### src/rtl/ncorr_pkg.sv
// Shared constants, types and state encoding for the normalised correlation block.
`default_nettype none

package ncorr_pkg;

    // Sample format and vector length limit.
    localparam int SAMPLE_BITS = 16;
    localparam int MAX_LEN     = 1024;

    // Accumulator and result widths.
    localparam int PROD2_W = 2 * SAMPLE_BITS;
    localparam int DOT_W   = 42;
    localparam int EN_W    = 41;
    localparam int CNT_W   = 11;
    localparam int Q_W     = 16;

    // Normalisation datapath widths.
    localparam int MAG_W  = 41;
    localparam int PROD_W = 2 * EN_W;
    localparam int QUO_W  = 31;
    localparam int RAD_W  = QUO_W + 1;
    localparam int ROOT_W = Q_W;
    localparam int SQR_W  = ROOT_W + 4;

    // Iteration counts of the shared sequencer.
    localparam int MUL_STEPS  = EN_W;
    localparam int DIV_STEPS  = QUO_W;
    localparam int SQRT_STEPS = RAD_W / 2;
    localparam int STEP_W     = 6;

    // Q1.15 limits.
    localparam int                      Q_ONE = 32768;
    localparam logic signed [Q_W-1:0]   Q_MAX = 16'sh7FFF;

    // Job queue between the accumulating front end and the normalising back end.
    localparam int QDEPTH  = 2;
    localparam int QPTR_W  = (QDEPTH > 1) ? $clog2(QDEPTH) : 1;
    localparam int QCNT_W  = $clog2(QDEPTH + 1);

    typedef struct packed {
        logic signed [DOT_W-1:0] dot;
        logic [EN_W-1:0]         ea;
        logic [EN_W-1:0]         eb;
        logic                    ovf;
        logic [CNT_W-1:0]        cnt;
    } job_t;

    typedef struct packed {
        logic full;
        logic empty;
    } q_status_t;

    typedef enum logic [2:0] {
        ST_IDLE,
        ST_MUL,
        ST_DSET,
        ST_DIV,
        ST_SQRT,
        ST_WRITE
    } state_t;

endpackage

`default_nettype wire

### src/rtl/ncorr_front.sv
// Front end: accepts sample pairs and accumulates dot product, energies and pair count.
`default_nettype none

module ncorr_front (
    input  logic                                     clk,
    input  logic                                     rst_n,
    input  logic signed [ncorr_pkg::SAMPLE_BITS-1:0] sample_a,
    input  logic signed [ncorr_pkg::SAMPLE_BITS-1:0] sample_b,
    input  logic                                     last_pair,
    input  logic                                     in_valid,
    output logic                                     in_ready,
    input  ncorr_pkg::q_status_t                     q_stat,
    output logic                                     push,
    output ncorr_pkg::job_t                          push_job
);
    import ncorr_pkg::*;

    logic signed [DOT_W-1:0] dot_reg, dot_next;
    logic [EN_W-1:0]         ea_reg, ea_next;
    logic [EN_W-1:0]         eb_reg, eb_next;
    logic [CNT_W-1:0]        cnt_reg, cnt_next;
    logic                    ovf_reg, ovf_next;

    logic signed [PROD2_W-1:0] p_ab, p_aa, p_bb;
    logic                      accept, take;
    job_t                      upd;

    assign p_ab = PROD2_W'(sample_a) * PROD2_W'(sample_b);
    assign p_aa = PROD2_W'(sample_a) * PROD2_W'(sample_a);
    assign p_bb = PROD2_W'(sample_b) * PROD2_W'(sample_b);

    assign in_ready = !q_stat.full;
    assign accept   = in_valid && in_ready;
    assign take     = cnt_reg < CNT_W'(MAX_LEN);

    // Accumulator contents once the current pair has been counted in.
    always_comb
    begin
        upd.dot = dot_reg;
        upd.ea  = ea_reg;
        upd.eb  = eb_reg;
        upd.cnt = cnt_reg;
        upd.ovf = ovf_reg;
        if (take)
        begin
            upd.dot = dot_reg + DOT_W'(p_ab);
            upd.ea  = ea_reg + EN_W'(unsigned'(p_aa));
            upd.eb  = eb_reg + EN_W'(unsigned'(p_bb));
            upd.cnt = cnt_reg + 1'b1;
        end
        else
        begin
            upd.ovf = 1'b1;
        end
    end

    assign push     = accept && last_pair;
    assign push_job = upd;

    always_comb
    begin
        dot_next = dot_reg;
        ea_next  = ea_reg;
        eb_next  = eb_reg;
        cnt_next = cnt_reg;
        ovf_next = ovf_reg;
        if (accept)
        begin
            if (last_pair)
            begin
                dot_next = '0;
                ea_next  = '0;
                eb_next  = '0;
                cnt_next = '0;
                ovf_next = 1'b0;
            end
            else
            begin
                dot_next = upd.dot;
                ea_next  = upd.ea;
                eb_next  = upd.eb;
                cnt_next = upd.cnt;
                ovf_next = upd.ovf;
            end
        end
    end

    always_ff @(posedge clk or negedge rst_n)
    begin
        if (!rst_n)
        begin
            dot_reg <= '0;
            ea_reg  <= '0;
            eb_reg  <= '0;
            cnt_reg <= '0;
            ovf_reg <= 1'b0;
        end
        else
        begin
            dot_reg <= dot_next;
            ea_reg  <= ea_next;
            eb_reg  <= eb_next;
            cnt_reg <= cnt_next;
            ovf_reg <= ovf_next;
        end
    end

    a_cnt_bound : assert property (@(posedge clk) disable iff (!rst_n)
        cnt_reg <= CNT_W'(MAX_LEN))
        else $error("pair count beyond maximum length");

    a_push_room : assert property (@(posedge clk) disable iff (!rst_n)
        push |-> !q_stat.full)
        else $error("job pushed into a full queue");

    a_clear_after_last : assert property (@(posedge clk) disable iff (!rst_n)
        push |=> (cnt_reg == '0) && !ovf_reg && (ea_reg == '0))
        else $error("accumulators not cleared after the final pair");

endmodule

`default_nettype wire

### src/rtl/ncorr_queue.sv
// Short job queue decoupling the accumulating front end from the normalising back end.
`default_nettype none

module ncorr_queue (
    input  logic                 clk,
    input  logic                 rst_n,
    input  logic                 push,
    input  ncorr_pkg::job_t      push_job,
    input  logic                 pop,
    output ncorr_pkg::job_t      head,
    output ncorr_pkg::q_status_t status
);
    import ncorr_pkg::*;

    job_t              mem_reg [QDEPTH];
    logic [QPTR_W-1:0] wr_ptr_reg, wr_ptr_next;
    logic [QPTR_W-1:0] rd_ptr_reg, rd_ptr_next;
    logic [QCNT_W-1:0] cnt_reg, cnt_next;
    logic              do_push, do_pop;

    assign status.full  = cnt_reg == QCNT_W'(QDEPTH);
    assign status.empty = cnt_reg == '0;
    assign do_push      = push && !status.full;
    assign do_pop       = pop && !status.empty;
    assign head         = mem_reg[rd_ptr_reg];

    always_comb
    begin
        wr_ptr_next = wr_ptr_reg;
        rd_ptr_next = rd_ptr_reg;
        cnt_next    = cnt_reg;
        if (do_push)
        begin
            wr_ptr_next = (wr_ptr_reg == QPTR_W'(QDEPTH - 1)) ? '0 : wr_ptr_reg + 1'b1;
        end
        if (do_pop)
        begin
            rd_ptr_next = (rd_ptr_reg == QPTR_W'(QDEPTH - 1)) ? '0 : rd_ptr_reg + 1'b1;
        end
        if (do_push && !do_pop)
        begin
            cnt_next = cnt_reg + 1'b1;
        end
        else if (do_pop && !do_push)
        begin
            cnt_next = cnt_reg - 1'b1;
        end
    end

    always_ff @(posedge clk)
    begin
        if (do_push)
        begin
            mem_reg[wr_ptr_reg] <= push_job;
        end
    end

    always_ff @(posedge clk or negedge rst_n)
    begin
        if (!rst_n)
        begin
            wr_ptr_reg <= '0;
            rd_ptr_reg <= '0;
            cnt_reg    <= '0;
        end
        else
        begin
            wr_ptr_reg <= wr_ptr_next;
            rd_ptr_reg <= rd_ptr_next;
            cnt_reg    <= cnt_next;
        end
    end

endmodule

`default_nettype wire

### src/rtl/ncorr_back.sv
// Back end: sequential normalisation (shift-add products, restoring divide, digit square root).
`default_nettype none

module ncorr_back (
    input  logic                                clk,
    input  logic                                rst_n,
    input  ncorr_pkg::job_t                     q_head,
    input  ncorr_pkg::q_status_t                q_stat,
    output logic                                pop,
    output logic                                out_valid,
    input  logic                                out_ready,
    output logic signed [ncorr_pkg::DOT_W-1:0]  raw_corr,
    output logic signed [ncorr_pkg::Q_W-1:0]    norm_corr_q15,
    output logic                                zero_energy,
    output logic                                length_overflow,
    output logic [ncorr_pkg::CNT_W-1:0]         pair_count
);
    import ncorr_pkg::*;

    state_t            state_reg, state_next;
    logic [STEP_W-1:0] step_reg, step_next;
    job_t              job_reg, job_next;
    logic              job_zero_reg, job_zero_next;

    logic [PROD_W-1:0] mc_p_reg, mc_p_next, acc_p_reg, acc_p_next;
    logic [EN_W-1:0]   ml_p_reg, ml_p_next;
    logic [PROD_W-1:0] mc_d_reg, mc_d_next, acc_d_reg, acc_d_next;
    logic [MAG_W-1:0]  ml_d_reg, ml_d_next;

    logic [PROD_W-1:0] rem_reg, rem_next;
    logic              dbit_reg, dbit_next;
    logic [QUO_W-1:0]  quo_reg, quo_next;

    logic [RAD_W-1:0]  rad_reg, rad_next;
    logic [SQR_W-1:0]  sq_rem_reg, sq_rem_next;
    logic [ROOT_W-1:0] root_reg, root_next;

    logic                    out_valid_reg, out_valid_next;
    logic signed [DOT_W-1:0] out_raw_reg, out_raw_next;
    logic signed [Q_W-1:0]   out_norm_reg, out_norm_next;
    logic                    out_zero_reg, out_zero_next;
    logic                    out_ovf_reg, out_ovf_next;
    logic [CNT_W-1:0]        out_cnt_reg, out_cnt_next;

    logic signed [DOT_W-1:0] head_neg;
    logic [MAG_W-1:0]        head_mag;
    logic                    head_zero;
    logic [PROD_W-1:0]       div_sh, div_diff;
    logic                    div_ge;
    logic [SQR_W-1:0]        sq_cur, sq_trial;
    logic                    sq_ge;
    logic                    out_free;
    logic signed [Q_W-1:0]   norm_val;

    assign head_neg  = -q_head.dot;
    assign head_mag  = q_head.dot[DOT_W-1] ? head_neg[MAG_W-1:0] : q_head.dot[MAG_W-1:0];
    assign head_zero = (q_head.ea == '0) || (q_head.eb == '0);

    assign div_sh   = {rem_reg[PROD_W-2:0], dbit_reg};
    assign div_ge   = div_sh >= acc_p_reg;
    assign div_diff = div_sh - acc_p_reg;

    assign sq_cur   = {sq_rem_reg[SQR_W-3:0], rad_reg[RAD_W-1 -: 2]};
    assign sq_trial = SQR_W'({root_reg, 2'b01});
    assign sq_ge    = sq_cur >= sq_trial;

    assign out_free = !out_valid_reg || out_ready;

    // Zero energy gives 0; else sign and saturate the root, exactly +1.0 giving the largest positive code.
    always_comb
    begin
        if (job_zero_reg)
        begin
            norm_val = '0;
        end
        else if (job_reg.dot[DOT_W-1])
        begin
            norm_val = signed'(ROOT_W'(~root_reg + 1'b1));
        end
        else if (root_reg[ROOT_W-1])
        begin
            norm_val = Q_MAX;
        end
        else
        begin
            norm_val = signed'(root_reg);
        end
    end

    always_comb
    begin
        state_next = state_reg;
        case (state_reg)
            ST_IDLE:
            begin
                if (!q_stat.empty)
                begin
                    state_next = head_zero ? ST_WRITE : ST_MUL;
                end
            end
            ST_MUL:
            begin
                if (step_reg == STEP_W'(MUL_STEPS - 1))
                begin
                    state_next = ST_DSET;
                end
            end
            ST_DSET:
            begin
                state_next = ST_DIV;
            end
            ST_DIV:
            begin
                if (step_reg == STEP_W'(DIV_STEPS - 1))
                begin
                    state_next = ST_SQRT;
                end
            end
            ST_SQRT:
            begin
                if (step_reg == STEP_W'(SQRT_STEPS - 1))
                begin
                    state_next = ST_WRITE;
                end
            end
            ST_WRITE:
            begin
                if (out_free)
                begin
                    state_next = ST_IDLE;
                end
            end
            default:
            begin
                state_next = ST_IDLE;
            end
        endcase
    end

    always_comb
    begin
        pop           = 1'b0;
        step_next     = step_reg;
        job_next      = job_reg;
        job_zero_next = job_zero_reg;
        mc_p_next     = mc_p_reg;
        ml_p_next     = ml_p_reg;
        acc_p_next    = acc_p_reg;
        mc_d_next     = mc_d_reg;
        ml_d_next     = ml_d_reg;
        acc_d_next    = acc_d_reg;
        rem_next      = rem_reg;
        dbit_next     = dbit_reg;
        quo_next      = quo_reg;
        rad_next      = rad_reg;
        sq_rem_next   = sq_rem_reg;
        root_next     = root_reg;
        out_raw_next  = out_raw_reg;
        out_norm_next = out_norm_reg;
        out_zero_next = out_zero_reg;
        out_ovf_next  = out_ovf_reg;
        out_cnt_next  = out_cnt_reg;
        out_valid_next = out_valid_reg && !out_ready;

        case (state_reg)
            ST_IDLE:
            begin
                if (!q_stat.empty)
                begin
                    pop           = 1'b1;
                    job_next      = q_head;
                    job_zero_next = head_zero;
                    mc_p_next     = PROD_W'(q_head.ea);
                    ml_p_next     = q_head.eb;
                    acc_p_next    = '0;
                    mc_d_next     = PROD_W'(head_mag);
                    ml_d_next     = head_mag;
                    acc_d_next    = '0;
                    step_next     = '0;
                end
            end
            ST_MUL:
            begin
                acc_p_next = acc_p_reg + (ml_p_reg[0] ? mc_p_reg : '0);
                acc_d_next = acc_d_reg + (ml_d_reg[0] ? mc_d_reg : '0);
                mc_p_next  = mc_p_reg << 1;
                mc_d_next  = mc_d_reg << 1;
                ml_p_next  = ml_p_reg >> 1;
                ml_d_next  = ml_d_reg >> 1;
                step_next  = step_reg + 1'b1;
            end
            ST_DSET:
            begin
                // The dividend is the squared dot product shifted up by 30 bits; the
                // quotient fits 31 bits, so the top part starts below the divisor.
                rem_next  = acc_d_reg >> 1;
                dbit_next = acc_d_reg[0];
                quo_next  = '0;
                step_next = '0;
            end
            ST_DIV:
            begin
                rem_next  = div_ge ? div_diff : div_sh;
                quo_next  = {quo_reg[QUO_W-2:0], div_ge};
                dbit_next = 1'b0;
                step_next = step_reg + 1'b1;
                if (step_reg == STEP_W'(DIV_STEPS - 1))
                begin
                    rad_next    = {1'b0, quo_reg[QUO_W-2:0], div_ge};
                    sq_rem_next = '0;
                    root_next   = '0;
                    step_next   = '0;
                end
            end
            ST_SQRT:
            begin
                sq_rem_next = sq_ge ? (sq_cur - sq_trial) : sq_cur;
                root_next   = {root_reg[ROOT_W-2:0], sq_ge};
                rad_next    = rad_reg << 2;
                step_next   = step_reg + 1'b1;
            end
            ST_WRITE:
            begin
                if (out_free)
                begin
                    out_valid_next = 1'b1;
                    out_raw_next   = job_reg.dot;
                    out_norm_next  = norm_val;
                    out_zero_next  = job_zero_reg;
                    out_ovf_next   = job_reg.ovf;
                    out_cnt_next   = job_reg.cnt;
                end
            end
            default:
            begin
                step_next = '0;
            end
        endcase
    end

    always_ff @(posedge clk or negedge rst_n)
    begin
        if (!rst_n)
        begin
            state_reg     <= ST_IDLE;
            step_reg      <= '0;
            out_valid_reg <= 1'b0;
        end
        else
        begin
            state_reg     <= state_next;
            step_reg      <= step_next;
            out_valid_reg <= out_valid_next;
        end
    end

    always_ff @(posedge clk)
    begin
        job_reg      <= job_next;
        job_zero_reg <= job_zero_next;
        mc_p_reg     <= mc_p_next;
        ml_p_reg     <= ml_p_next;
        acc_p_reg    <= acc_p_next;
        mc_d_reg     <= mc_d_next;
        ml_d_reg     <= ml_d_next;
        acc_d_reg    <= acc_d_next;
        rem_reg      <= rem_next;
        dbit_reg     <= dbit_next;
        quo_reg      <= quo_next;
        rad_reg      <= rad_next;
        sq_rem_reg   <= sq_rem_next;
        root_reg     <= root_next;
        out_raw_reg  <= out_raw_next;
        out_norm_reg <= out_norm_next;
        out_zero_reg <= out_zero_next;
        out_ovf_reg  <= out_ovf_next;
        out_cnt_reg  <= out_cnt_next;
    end

    assign out_valid       = out_valid_reg;
    assign raw_corr        = out_raw_reg;
    assign norm_corr_q15   = out_norm_reg;
    assign zero_energy     = out_zero_reg;
    assign length_overflow = out_ovf_reg;
    assign pair_count      = out_cnt_reg;

    a_div_rem : assert property (@(posedge clk) disable iff (!rst_n)
        state_reg == ST_DIV |-> rem_reg < acc_p_reg)
        else $error("division remainder not below divisor");

    a_root_bound : assert property (@(posedge clk) disable iff (!rst_n)
        (state_reg == ST_WRITE) && !job_zero_reg |-> root_reg <= ROOT_W'(Q_ONE))
        else $error("square root above unity");

    a_zero_norm : assert property (@(posedge clk) disable iff (!rst_n)
        out_valid_reg && out_zero_reg |-> out_norm_reg == '0)
        else $error("zero energy result with non-zero normalised value");

endmodule

`default_nettype wire

### src/rtl/normalized_correlation.sv
// Top level of the streaming normalised cross-correlation block.
// Throughput: one sample pair per cycle while the job queue has room.
// Each vector pair then occupies the normalising back end for 41 shift-add steps, 31 divide
// steps and 16 square-root steps of one shared sequencer; zero energy skips all of them.
// Reset is asynchronous and active low; it clears accumulators, queue and sequencer.
`default_nettype none

module normalized_correlation (
    input  logic                                     clk,
    input  logic                                     rst_n,
    input  logic signed [ncorr_pkg::SAMPLE_BITS-1:0] sample_a,
    input  logic signed [ncorr_pkg::SAMPLE_BITS-1:0] sample_b,
    input  logic                                     last_pair,
    input  logic                                     in_valid,
    output logic                                     in_ready,
    output logic                                     out_valid,
    input  logic                                     out_ready,
    output logic signed [ncorr_pkg::DOT_W-1:0]       raw_corr,
    output logic signed [ncorr_pkg::Q_W-1:0]         norm_corr_q15,
    output logic                                     zero_energy,
    output logic                                     length_overflow,
    output logic [ncorr_pkg::CNT_W-1:0]              pair_count
);
    import ncorr_pkg::*;

    // The front end accumulates the dot product and both energies, one transaction per
    // cycle while the job queue has room. Pairs beyond the maximum length are dropped
    // and remembered as an overflow. On the final pair the completed sums are pushed as
    // one job into the queue and the accumulators start afresh in the same cycle.
    logic      push, pop;
    job_t      push_job, head_job;
    q_status_t q_stat;

    ncorr_front u_front (
        .clk       (clk),
        .rst_n     (rst_n),
        .sample_a  (sample_a),
        .sample_b  (sample_b),
        .last_pair (last_pair),
        .in_valid  (in_valid),
        .in_ready  (in_ready),
        .q_stat    (q_stat),
        .push      (push),
        .push_job  (push_job)
    );

    // The queue lets the next vectors stream in while an earlier job is still being
    // normalised; the front end only stalls once the queue is full.
    ncorr_queue u_queue (
        .clk      (clk),
        .rst_n    (rst_n),
        .push     (push),
        .push_job (push_job),
        .pop      (pop),
        .head     (head_job),
        .status   (q_stat)
    );

    // The back end finds the largest q with q*q*Ea*Eb <= dot*dot*2^30: it forms both
    // products by shift-and-add, divides exactly by restoring division and takes the
    // integer square root digit by digit. The result waits in an output register, so
    // the back end may start on the next job while that transaction is still pending.
    ncorr_back u_back (
        .clk             (clk),
        .rst_n           (rst_n),
        .q_head          (head_job),
        .q_stat          (q_stat),
        .pop             (pop),
        .out_valid       (out_valid),
        .out_ready       (out_ready),
        .raw_corr        (raw_corr),
        .norm_corr_q15   (norm_corr_q15),
        .zero_energy     (zero_energy),
        .length_overflow (length_overflow),
        .pair_count      (pair_count)
    );

endmodule

`default_nettype wire
### config.mk
export PLATFORM = sky130hd
export DESIGN_NAME = normalized_correlation
export DESIGN_NICKNAME = d
export VERILOG_FILES = /design/src/rtl/ncorr_pkg.sv /design/src/rtl/ncorr_front.sv /design/src/rtl/ncorr_queue.sv /design/src/rtl/ncorr_back.sv /design/src/rtl/normalized_correlation.sv
export SDC_FILE = /design/constraint.sdc
export NUM_CORES = 2
export LEC_CHECK = 0
export ABC_AREA = 1
export BUFFER_PORTS_ARGS = -buffer_cell sky130_fd_sc_hd__buf_4
export CAP_MARGIN = 20
export CORE_MARGIN = 2
export CORE_UTILIZATION = 55
export CTS_CLUSTER_DIAMETER = 80
export DETAILED_ROUTE_END_ITERATION = 7
export GPL_TIMING_DRIVEN = 0
export PLACE_DENSITY = 0.7
export SLEW_MARGIN = 20
export SYNTH_ARGS = -nofsm -noshare
export SYNTH_HDL_FRONTEND = slang
export SYNTH_SLANG_ARGS = --single-unit
export TNS_END_PERCENT = 10
### constraint.sdc
create_clock -name clk -period 22 [get_ports clk]
set_input_delay 1.1 -clock clk [delete_from_list [all_inputs] [get_ports clk]]
set_output_delay 1.1 -clock clk [all_outputs]
set_load 0.05 [all_outputs]
==> metrics.md <==
| Metric | Value |
|---|---|
| Worst r2r path cells | `20` |
| Total wire length | `387.6 mm` |
| Required time of the critical path | `around 23 ns` |
| Routed vias/inst | `5.536` |
| Global-route wire length before repair | `~570 mm` |
| Synthesis-to-finish area growth | `8.740%` |
| DRC Markers | `0` |
| Primary FF master, synth | `edfxtp_1` |
| Final core occ | `60.24%` |
| Net count after synthesis | `15.62k` |
| Post_cts resized | `0` |
| FF-to-FF setup slack | `approximately 16 ns` |
| Worst Setup Start Kind | `input port` |
| RR Startpoint | `u_back.ml_p_reg[0]` |
| Share of cells above drive strength 1 | `3.465%` |
| Die ar. | `between 0.15 and 0.2 mm2` |
| Final net count | `between 15k and 20k` |
| Rel. slew slack | `about 16%` |
| Max H-tree Level | `4` |
| Routed met3 length | `between 30 and 40 mm` |
| RSZ-0062 raised after global routing | `false` |
| Maximum clock insertion buffer count | `3` |
| GRT Overall Usage | `around two fifths` |
| Top Layer Used | `met5` |
| Clock slew at reported path FFs | `0.06 ns` |
| Slowest CP cell | `xnor2_1` |
| DR pass1 iterations | `8` |
| Outcome | `finished, final reports clean` |
| Final Max Slew Viols | `0` |
| Max Cap Violations | `0` |
| Most common cell after layout, fill and taps aside | `nand2_1` |
| Fmax | `~0.10 GHz` |
| Crit Path Class | `in -> reg` |
| Max FFs per register | `272` |
| WL met1 | `roughly 160 mm` |
| ANT nets after route | `0` |
| Iteration-0 DRC Markers | `10.07k` |
| Port Buffers | `roughly 100` |
| Initial antenna violation count | `6` |
| Met2 wire length | `171.4 mm` |
| Hold Buf Count CTS | `0` |
| DP Cell Count | `~17k` |
| Commonest cells after routing, fill and taps aside | `3,869 x nand2_1, 2,941 x inv_1, 1,449 x nor2_1, 986 x edfxtp_1, 818 x fa_1` |
| Minimum clock period | `9.880 ns` |
| Dpl hpwl | `about 320 mm` |
| Root buf cell | `clkbuf_16` |
| Routability congestion estimate | `1.069` |
| Hold Path Class | `in -> async` |
| Post-synthesis register bit count | `around 1.1k` |
| Setup crit end kind | `flop` |
| Starting Density | `a little under three fifths` |
| Post-Synthesis Cell Area | `about 0.11 mm2` |
| Crit path largest cell delay | `roughly 0.84 ns` |
| Routed len/inst | `roughly 23 um` |
| Most used cell, CP | `nand2_1` |
| Vias in the first global route | `91.27k` |
| Via Count | `94.38k` |
| Boundary Pins | `110` |
| Worst-margin pin slew | `1.263 ns` |
| Total grt overflow | `0` |
| WP data arrival | `about 10 ns` |
| Sequential area share after synthesis | `a little under a third` |
| Pre-CTS WS | `roughly 11 ns` |
| Final setup violation count | `0` |
| Cts bufs inserted | `around 140` |
| TritonCTS clock tree | `yes` |
| Die X | `between 400 and 500 um` |
| Yosys cell types | `around 60` |
| Core area | `0.1928 mm2` |
| Non-Filler Instances | `roughly 17k` |
| Syn Area/Cell | `roughly 7.6 um2` |
| Post-CTS setup buffers | `0` |
| Final TNS setup | `0 ns` |
| Chip Height | `444.7 um` |
| CP max FO | `10` |
| Number of enable flip-flop cells after synthesis | `approximately 1,000` |
| Total clock sinks | `1,136` |
| Largest net degree at the start of global routing | `80` |
| Post-synthesis async set-or-reset flop share | `between 10% and 20%` |
| Num rows | `about 160` |
| Post-Synthesis Cells | `~14k` |
| Endpoints failing hold | `0` |
| Skew final | `approximately 0.042 ns` |
| Share of the clock period used by the worst path | `~45%` |
| Worst setup margin | `12.12 ns` |
| Synth warn | `0` |
| R2R Path End | `u_back.acc_p_reg[56]` |
| Worst-Skew Late Latency | `0.82 ns` |
[synth_stat cells (all sizes together) (36+ instances only)]
library cell | count | area [um2]
nor2 | 1466 | 5543
buf | 61 | 384.1
xor2 | 89 | 779.5
dfrtp | 150 | 3754
clkbuf | 266 | 998.5
nand3 | 536 | 2688
inv | 2949 | 11070
a21oi | 724 | 3627
ha | 630 | 7883
fa | 819 | 16400
xnor2 | 80 | 700.7
nor3 | 111 | 586.8
nand4 | 131 | 825.8
nand2 | 3878 | 14570
edfxtp | 986 | 29610
a21o | 46 | 345.3
a31oi | 67 | 419.2
o21bai | 48 | 360.4
o21ai | 807 | 4084
mux2i | 36 | 360.4
or2 | 58 | 362.9
[worst max-delay path by stage]
stage / to / startpoint / slack, ns / cells after the start
after CTS: u_queue.mem_reg[1][93] / sample_a[10] / 12.22 / 33
after floorplan: u_back.acc_d_reg[0] / u_back.state_reg[0] / 10.93 / 6
after global routing: u_queue.mem_reg[0][45] / sample_b[1] / 11.69 / 34
after detailed placement: u_queue.mem_reg[0][85] / sample_a[10] / 11.39 / 33
after global placement: u_back.mc_p_reg[65] / u_back.state_reg[0] / 2.95 / 6
final: u_queue.mem_reg[1][85] / sample_a[10] / 12.12 / 33
[through the flow]
step	cell area [um2]	hold slack, ns
after floorplan	106800	0.4003
after global placement	110700	0.4015
after detailed placement	111600	0.4045
after CTS	116100	0.2733
after global routing	116100	0.3161
final	116100	0.2818
[critical path: cells and delay by family]
| family | cells | cell delay (ns) |
|---|---|---|
| buffers and inverters | 8 | 1.78 |
| XOR/XNOR | 1 | 0.84 |
| AO/OA/AOI/OAI | 5 | 1.01 |
| adder cells (fa/ha/maj) | 8 | 4.08 |
| AND/OR/NAND/NOR | 11 | 1.53 |
[area by class of cell]
| class | instances | area [um2] |
|---|---|---|
| multi-input cells | 9722 | 61040 |
| clock buffers | 169 | 3652 |
| plain buffers | 327 | 1400 |
| diodes | 6 | 15.01 |
| clock inverters | 74 | 874.6 |
| flip-flops and latches | 1136 | 33360 |
| inverters | 2952 | 11090 |
| fillers | 18244 | 76640 |
| well taps | 2526 | 3161 |
| repair buffers | 136 | 1554 |
[per-layer routing]
layer | GRT usage (%) | vias to the layer above
met4 | 24.39 | 4
met3 | 6.006 | 823
met1 | 51.29 | 44610
li1 | - | 44801
met2 | 60.96 | 4144
met5 | 0 | -
[logic make-up (layout without fill, tap and decap cells)]
family | after synthesis | in the layout | share of synthesized area [%]
AOI/OAI and AO/OA | 1813 | 1813 | 9.152
xor gates and xnor gates | 169 | 169 | 1.386
adders and majority gates | 1449 | 1449 | 22.73
buffers and inverters | 3279 | 3658 | 11.67
DFF | 1136 | 1136 | 31.24
muxes | 36 | 36 | 0.3374
other | 0 | 6 | 0
and+or+nand+nor | 6255 | 6255 | 23.49
Power is left out: the tool's default activity adds up to more than one toggle a clock period on the data nets, which glitch-free logic cannot reach.
